===== src/rtl/core/stkm_pkg.sv =====
package stkm_pkg;

   localparam int FIELD_BITS = 32;

   typedef logic [FIELD_BITS-1:0] field_type;

   // per-request control for one list buffer
   typedef struct packed {
      logic accept;
      logic advance;
      logic restart;
   } list_ctl_type;

   typedef struct packed {
      field_type merged_distance;
      field_type merged_point;
      logic      from_fresh;
      logic      run_end;
      logic      batch_end;
   } rsp_type;

endpackage


===== src/rtl/core/stkm_ifs.sv =====


interface stkm_rsp_if;
   import stkm_pkg::*;

   logic      valid;
   logic      ready;
   field_type merged_distance;
   field_type merged_point;
   logic      from_fresh;
   logic      run_end;
   logic      batch_end;

   modport source (
      output valid, merged_distance, merged_point, from_fresh, run_end, batch_end,
      input  ready
   );
   modport sink (
      input  valid, merged_distance, merged_point, from_fresh, run_end, batch_end,
      output ready
   );
endinterface


===== src/rtl/core/stkm_out_skid.sv =====
module stkm_out_skid (
   input  logic             clock,
   input  logic             reset,
   input  logic             in_valid,
   output logic             in_ready,
   input  stkm_pkg::rsp_type in_data,
   stkm_rsp_if.source       rsp_ch
);
   import stkm_pkg::*;

   rsp_type out_ff;
   rsp_type skid_ff;
   logic    out_valid_ff;
   logic    skid_valid_ff;
   logic    out_free;

   assign in_ready = !skid_valid_ff;
   assign out_free = !out_valid_ff || rsp_ch.ready;

   always_ff @(posedge clock) begin
      if (reset) begin
         out_valid_ff  <= 1'b0;
         skid_valid_ff <= 1'b0;
      end else if (out_free) begin
         if (skid_valid_ff) begin
            out_valid_ff  <= 1'b1;
            skid_valid_ff <= 1'b0;
         end else begin
            out_valid_ff <= in_valid;
         end
      end else if (in_valid) begin
         skid_valid_ff <= 1'b1;
      end
   end

   always_ff @(posedge clock) begin
      if (out_free) begin
         out_ff <= skid_valid_ff ? skid_ff : in_data;
      end
      if (!out_free && in_valid && !skid_valid_ff) begin
         skid_ff <= in_data;
      end
   end

   assign rsp_ch.valid           = out_valid_ff;
   assign rsp_ch.merged_distance = out_ff.merged_distance;
   assign rsp_ch.merged_point    = out_ff.merged_point;
   assign rsp_ch.from_fresh      = out_ff.from_fresh;
   assign rsp_ch.run_end         = out_ff.run_end;
   assign rsp_ch.batch_end       = out_ff.batch_end;

endmodule


===== src/flat_wrapper.sv =====
// flat-port wrapper written by rule: the top's interface ports become plain ports
module stkm_out_skid_flat import stkm_pkg::*;
  (clock, reset, in_valid, in_ready, in_data, rsp_ch_valid, rsp_ch_merged_distance, rsp_ch_merged_point, rsp_ch_from_fresh, rsp_ch_run_end, rsp_ch_batch_end, rsp_ch_ready);
  stkm_rsp_if rsp_ch_i ();
  input  logic clock;
  input  logic reset;
  input  logic in_valid;
  output logic in_ready;
  input  stkm_pkg::rsp_type in_data;
  output wire logic [$bits(rsp_ch_i.valid)-1:0] rsp_ch_valid;
  output wire logic [$bits(rsp_ch_i.merged_distance)-1:0] rsp_ch_merged_distance;
  output wire logic [$bits(rsp_ch_i.merged_point)-1:0] rsp_ch_merged_point;
  output wire logic [$bits(rsp_ch_i.from_fresh)-1:0] rsp_ch_from_fresh;
  output wire logic [$bits(rsp_ch_i.run_end)-1:0] rsp_ch_run_end;
  output wire logic [$bits(rsp_ch_i.batch_end)-1:0] rsp_ch_batch_end;
  input wire logic [$bits(rsp_ch_i.ready)-1:0] rsp_ch_ready;
  assign rsp_ch_valid = rsp_ch_i.valid;
  assign rsp_ch_merged_distance = rsp_ch_i.merged_distance;
  assign rsp_ch_merged_point = rsp_ch_i.merged_point;
  assign rsp_ch_from_fresh = rsp_ch_i.from_fresh;
  assign rsp_ch_run_end = rsp_ch_i.run_end;
  assign rsp_ch_batch_end = rsp_ch_i.batch_end;
  assign rsp_ch_i.ready = rsp_ch_ready;
  stkm_out_skid u_core (.clock(clock), .reset(reset), .in_valid(in_valid), .in_ready(in_ready), .in_data(in_data), .rsp_ch(rsp_ch_i));
endmodule

===== config.mk =====
export PLATFORM = sky130hd
export DESIGN_NAME = stkm_out_skid_flat
export DESIGN_NICKNAME = d
export VERILOG_FILES = /design/src/rtl/core/stkm_pkg.sv /design/src/rtl/core/stkm_ifs.sv /design/src/rtl/core/stkm_out_skid.sv /design/src/flat_wrapper.sv
export SDC_FILE = /design/constraint.sdc
export NUM_CORES = 1
export LEC_CHECK = 0
export BUFFER_PORTS_ARGS = -buffer_cell sky130_fd_sc_hd__buf_2
export CAP_MARGIN = 20
export CORE_MARGIN = 1.5
export CORE_UTILIZATION = 50
export DETAILED_ROUTE_END_ITERATION = 8
export HOLD_SLACK_MARGIN = 0.15
export PLACE_DENSITY = 0.79
export SKIP_LAST_GASP = 1
export SYNTH_ARGS = -nofsm -noshare
export SYNTH_HDL_FRONTEND = slang
export SYNTH_SLANG_ARGS = --single-unit

===== constraint.sdc =====
create_clock -name clock -period 11.44 [get_ports clock]
set_clock_uncertainty 0.1 [all_clocks]
set_input_delay 0.572 -clock clock [delete_from_list [all_inputs] [get_ports clock]]
set_output_delay 0.572 -clock clock [all_outputs]
set_load 0.02 [all_outputs]

==> results of run 1 <==
[metrics by stage]
stage / area [sq um] / utilization / power, mW
finish: 7320 / 0.715 / 1.27
global route: 7320 / 0.715 / 1.31
CTS: 7320 / 0.715 / 1.28
detailed placement: 6010 / 0.588 / 0.687
global placement: 6010 / 0.588 / 0.684
floorplan: 5250 / - / 0.651
[report_power, final]
group	leakage, nW	switching (mW)	internal [mW]	total, mW
logic	1.33	0.0542	0.0566	0.111
clock network	0.291	0.197	0.374	0.571
registers	1.32	0.00805	0.576	0.584
[cells by family (layout without fill, tap and decap cells)]
group           after synthesis  in the layout  share of synthesized area
buf+inv                       9            244                     0.0286
mux                          67             67                      0.192
flops                       136            136                      0.774
simple gates                  4              4                    0.00429
compound gates                1              1                   0.000953
[state kept, by name, summed over array words and instances, names as in the netlist]
register	flops
u_core.rsp_ch.batch_end	1
u_core.rsp_ch.from_fresh	1
u_core.rsp_ch.merged_distance	32
u_core.rsp_ch.merged_point	32
u_core.rsp_ch.run_end	1
u_core.rsp_ch.valid	1
u_core.skid_ff	67
u_core.skid_valid_ff	1
[worst register-to-register path: stages, from the launching register on]
cell,delay (ps)
dfxtp_4,780
buf_4,650
nor3b_2,120
buf_4,330
[layer usage]
layer,routed length [um],GRT usage,vias to the layer above
met2,4680,0.288,109
met4,186,0.0783,0
met1,3920,0.214,1317
li1,-,-,1311
met5,0,0,-
met3,615,0.0730,18
[Yosys cell counts (all sizes together)]
| cell type | number | area share |
|---|---|---|
| a21oi | 1 | 0.00095 |
| nor2 | 1 | 0.00071 |
| edfxtp | 134 | 0.77 |
| dfxtp | 2 | 0.0076 |
| nor3 | 1 | 0.00095 |
| mux2 | 67 | 0.19 |
| inv | 1 | 0.00071 |
| buf | 8 | 0.028 |
| nor3b | 1 | 0.0014 |
| nand2b | 1 | 0.0012 |
[how the worst max path moves through the flow]
stage | slack, ps | depth (start not counted) | to | from
after floorplan | 3500 | 2 | u_core.skid_ff[0]$_DFFE_PP_ | rsp_ch_ready
after global placement | 8970 | 5 | u_core.skid_ff[37]$_DFFE_PP_ | rsp_ch_ready
after detailed placement | 8930 | 5 | u_core.skid_ff[40]$_DFFE_PP_ | rsp_ch_ready
after CTS | 8490 | 3 | in_ready | u_core.skid_valid_ff$_SDFFE_PP0P_
after global routing | 8370 | 3 | in_ready | u_core.skid_valid_ff$_SDFFE_PP0P_
final | 8550 | 3 | in_ready | u_core.skid_valid_ff$_SDFFE_PP0P_
[cell type report]
| type | count | area share |
|---|---|---|
| inverters | 1 | 0.000513 |
| multi-input cells | 72 | 0.143 |
| flip-flops and latches | 136 | 0.556 |
| clock buffers | 19 | 0.0576 |
| well taps | 136 | 0.0233 |
| clock inverters | 13 | 0.0277 |
| repair buffers | 211 | 0.192 |
==> results.json, run 1 <==
{
  "via_density": 4.69,
  "clockRootBuffer": "clkbuf_8",
  "coreArea_sq_um": 10200,
  "dp_cells": 488,
  "tritoncts": "done",
  "drv.max_cap_violation_count": 0,
  "post_cts_resize_count": 0,
  "fin_crit_sh": 0.253,
  "max-clock-path-buffers": 2,
  "max_slew_margin": 0.406,
  "worst_r2r_path_depth": 3,
  "drive_gt1_frac": 0.535,
  "antenna-diode-count": 0,
  "layout_setup_ws_ps": 8550,
  "ctsHoldBuffers": 68,
  "hold_path_class": "primary input to register",
  "actual_slew_at_the_worst_max_slew_pin_ps": 892,
  "htree_levels": 4,
  "cp_max_fo": 36,
  "maxClockFrequency_ghz": 0.346,
  "cts.reportedPaths.clkPinSlew_ps": 60,
  "synth.yosys.seq_area_share": 0.774,
  "timing.critical_path.required_ps": 10770,
  "syn2layout_area_growth_pct": 39.5,
  "finalHoldWorstSlack_ps": 241,
  "timing.critical_path.cells": "buf_4, inv_1, buf_2",
  "path_buf_inv": 3,
  "drt.antenna.violating_nets": 0,
  "floorplan.die_area_sq_um": 11100,
  "timing.hold.worst_endpoint": "u_core.skid_valid_ff$_SDFFE_PP0P_",
  "critPathCaptureType": "primary output",
  "nNetsFinal": 510,
  "power.leakage_nw": 2.94,
  "number_of_clock_sinks_seen_by_cts": 136,
  "netlist_area_sq_um": 5250,
  "worstSetupPathType": "register to primary output",
  "grt_pass1_wl_mm": 14.6,
  "syn_warnings": 0,
  "grt_start_max_net_pins": 71,
  "globalRouteTotalUtil": 0.179,
  "gp_routability_congestion": 0.704,
  "layout.filler_cells": 626,
  "ys_ff_latch": 136,
  "regArea_sq_um": 4070,
  "boundary_pins": 140,
  "place.port_buffers": 139,
  "outcome": "completed",
  "die_h_um": 105,
  "detailedRoute.firstIterationViolations": 81,
  "postSynthAreaPerCell_sq_um": 24.2,
  "grt_overflow_total": 0,
  "peakVddDrop_uv": 105,
  "initial_utilization": 0.513,
  "post-route-min-period_ps": 2890,
  "clock_insertion_delay_worst_skew_ps": 520,
  "worst_setup_path_start_kind": "register",
  "hold_path_depth": 3,
  "worstPathArrival_ps": 2220,
  "drc": 0,
  "grt_pass1_vias": 2854,
  "crit-reg2reg-launch": "u_core.skid_valid_ff$_SDFFE_PP0P_",
  "slowest_stage": "dfxtp_4",
  "layout_commonest_cell": "buf_2",
  "final_cell_count_no_fill": 588,
  "setup_violations": 0,
  "vias": 2755,
  "post-place-ws_ps": 8930,
  "routed_wirelength_mm": 9.40,
  "reg2reg_slack_ps": 9120,
  "dr.pass1.iters": 4,
  "placement_rows": 37,
  "rsz0062_at_grt": "no",
  "grt_antenna_before_repair": 0,
  "regToRegEndpoint": "u_core.skid_ff[45]$_DFFE_PP_",
  "total_nets_after_synthesis": 288,
  "layout.cells.most_common_list": "139 x buf_2, 134 x edfxtp_1, 68 x dlygate4sd3_1, 67 x mux2_4, 16 x clkbuf_16",
  "pwr_density_cell_nw_per_um2": 173,
  "crit_path_max_incr_delay_ps": 780,
  "die-width_um": 105,
  "multi_input_comb_area_sq_um": 1050,
  "report.final.slew_viol_count": 0,
  "wire_per_inst_um": 16.0,
  "cts.repair_timing.setup_buffer_count": 0,
  "tritoncts_buffer_count": 17,
  "final-hold-violation-count": 0,
  "post_synth_inst_count": 217,
  "setup_total_negative_slack_ps": 0,
  "synth.lib_cells_used.distinct": 12,
  "cell_family_with_most_cp_delay": "buffers and inverters",
  "hold_path.startpoint": "in_valid"
}
(Power assumes the default switching activity.)
==> inputs of run 2 (changes only) <==
Settings changed: CORE_UTILIZATION 50 to 47, PLACE_DENSITY 0.79 to 0.78.
Clock period 11.44 ns to 2.4 ns, I/O delays scaled along.
==> results.json, run 2 (same netlist as run 1, synthesis figures left out) <==
{
  "wire_per_inst_um": 15.7,
  "layout.cells.most_common_list": "139 x buf_2, 134 x edfxtp_1, 70 x dlygate4sd3_1, 67 x mux2_4, 16 x clkbuf_16",
  "pwr_density_cell_nw_per_um2": 769,
  "drive_gt1_frac": 0.536,
  "globalRouteTotalUtil": 0.166,
  "fin_crit_sh": 0.868,
  "multi_input_comb_area_sq_um": 1050,
  "nNetsFinal": 513,
  "placement_rows": 38,
  "timing.hold.worst_endpoint": "u_core.skid_ff[59]$_DFFE_PP_",
  "routed_wirelength_mm": 9.36,
  "regToRegEndpoint": "u_core.rsp_ch.valid$_SDFFE_PP0P_",
  "detailedRoute.firstIterationViolations": 121,
  "gp_routability_congestion": 0.683,
  "grt_overflow_total": 0,
  "actual_slew_at_the_worst_max_slew_pin_ps": 916,
  "htree_levels": 4,
  "hold_path.startpoint": "rsp_ch_ready",
  "cts.reportedPaths.clkPinSlew_ps": 60,
  "antenna-diode-count": 0,
  "drt.antenna.violating_nets": 0,
  "max-clock-path-buffers": 2,
  "syn2layout_area_growth_pct": 38.7,
  "maxClockFrequency_ghz": 0.480,
  "peakVddDrop_uv": 436,
  "drv.max_cap_violation_count": 0,
  "timing.critical_path.required_ps": 2690,
  "number_of_clock_sinks_seen_by_cts": 136,
  "cts.repair_timing.setup_buffer_count": 0,
  "crit-reg2reg-launch": "u_core.rsp_ch.valid$_SDFFE_PP0P_",
  "drc": 0,
  "grt_pass1_wl_mm": 14.3,
  "place.port_buffers": 139,
  "clockRootBuffer": "clkbuf_8",
  "slowest_stage": "buf_4",
  "final-hold-violation-count": 0,
  "die-width_um": 109,
  "dp_hpwl_mm": 5.46,
  "worst_setup_path_start_kind": "register",
  "vias": 2799,
  "worstPathArrival_ps": 2380,
  "grt_antenna_before_repair": 0,
  "dr.pass1.iters": 4,
  "setup_total_negative_slack_ps": 0,
  "worstSetupPathType": "register to register",
  "layout_commonest_cell": "buf_2",
  "grt_start_max_net_pins": 70,
  "boundary_pins": 140,
  "max_slew_margin": 0.389,
  "cp_max_fo": 69,
  "tritoncts": "done",
  "setup_violations": 0,
  "outcome": "completed",
  "floorplan.die_area_sq_um": 11800,
  "hold_path_class": "primary input to register",
  "regArea_sq_um": 4070,
  "die_h_um": 109,
  "rsz0062_at_grt": "no",
  "top_register": "u_core.skid_ff",
  "tritoncts_buffer_count": 17,
  "dp_cells": 493,
  "power.leakage_nw": 2.91,
  "largest_register_ffs": 67,
  "critPathCaptureType": "register",
  "report.final.slew_viol_count": 0,
  "hold_path_depth": 4,
  "clock_insertion_delay_worst_skew_ps": 510,
  "coreArea_sq_um": 10800,
  "final_cell_count_no_fill": 595,
  "post-route-min-period_ps": 2080,
  "crit_path_max_incr_delay_ps": 700,
  "layout.filler_cells": 727,
  "via_density": 4.70,
  "worst_r2r_path_depth": 4,
  "initial_utilization": 0.484,
  "timing.critical_path.cells": "nand2b_4, buf_4, a21oi_1, dlygate4sd3_1",
  "grt_pass1_vias": 2918,
  "reg2reg_slack_ps": 320
}
## run 2: changes by cell type in the layout (fill, tap and decap cells not counted), sizes merged
cell / previous run / this run
buf: 143 / 144
bufinv: 5 / 1
clkbuf: 19 / 18
clkinv: 4 / 7
clkinvlp: 4 / 5
dlygate4sd3: 68 / 70
inv: 1 / 2
## run 2: report_power, final
part / internal [mW] / switching (mW) / leakage, nW
clock: 1.35 / 0.928 / 0.248
sequential: 2.75 / 0.0375 / 1.32
combinational: 0.274 / 0.258 / 1.34
total: 4.37 / 1.22 / 2.91
## run 2: final cells by class
type | count | share of cell area
Sequential cell | 136 | 0.560
Timing Repair Buffer | 214 | 0.199
Multi-Input combinational cell | 72 | 0.145
Clock buffer | 18 | 0.0574
Tap cell | 140 | 0.0241
Clock inverter | 14 | 0.0150
Inverter | 1 | 0.000516
## run 2: layer usage
metal,vias to the layer above,GRT usage,routed length (um),part of all wire
met2,97,0.274,4700,0.50
met1,1372,0.194,3920,0.42
met5,-,0,0,0
li1,1316,-,-,-
met4,0,0.0658,118,0.013
met3,14,0.0663,617,0.066
## run 2: per-stage QoR
step / setup WS (ps) / instance area (sq um) / hold slack (ps) / power, mW / util
5_1_grt: 162 / 7280 / 211 / 5.79 / 0.671
3_5_place_dp: 544 / 6050 / 185 / 3.28 / 0.558
3_3_place_gp: 566 / 6050 / 180 / 3.26 / 0.558
4_1_cts: 297 / 7280 / 179 / 5.66 / 0.671
6_report: 317 / 7280 / 216 / 5.60 / 0.671
2_1_floorplan: -775 / 5270 / 79.4 / 3.10 / -
## run 2: worst max path at each step
stage	endpoint	cells past startpoint	startpoint
6_report	u_core.rsp_ch.valid$_SDFFE_PP0P_	4	u_core.rsp_ch.valid$_SDFFE_PP0P_
5_1_grt	u_core.rsp_ch.valid$_SDFFE_PP0P_	4	u_core.rsp_ch.valid$_SDFFE_PP0P_
4_1_cts	u_core.rsp_ch.valid$_SDFFE_PP0P_	4	u_core.rsp_ch.valid$_SDFFE_PP0P_
3_5_place_dp	u_core.rsp_ch.merged_point[21]$_DFFE_PP_	2	u_core.skid_valid_ff$_SDFFE_PP0P_
3_3_place_gp	u_core.rsp_ch.merged_point[21]$_DFFE_PP_	2	u_core.skid_valid_ff$_SDFFE_PP0P_
2_1_floorplan	u_core.skid_ff[0]$_DFFE_PP_	2	u_core.rsp_ch.valid$_SDFFE_PP0P_
## run 2: critical path: cells and delay by family, from the launching register on
kind | cells | cell delay (ps)
simple gates | 1 | 80
flops | 1 | 350
buf+inv | 2 | 1310
compound gates | 1 | 120
## run 2: repair_timing
action                                 in CTS  in global routing
hold buffers                               70                  0
gates resized for setup                     0                  0
endpoints found under the hold margin     136                  0
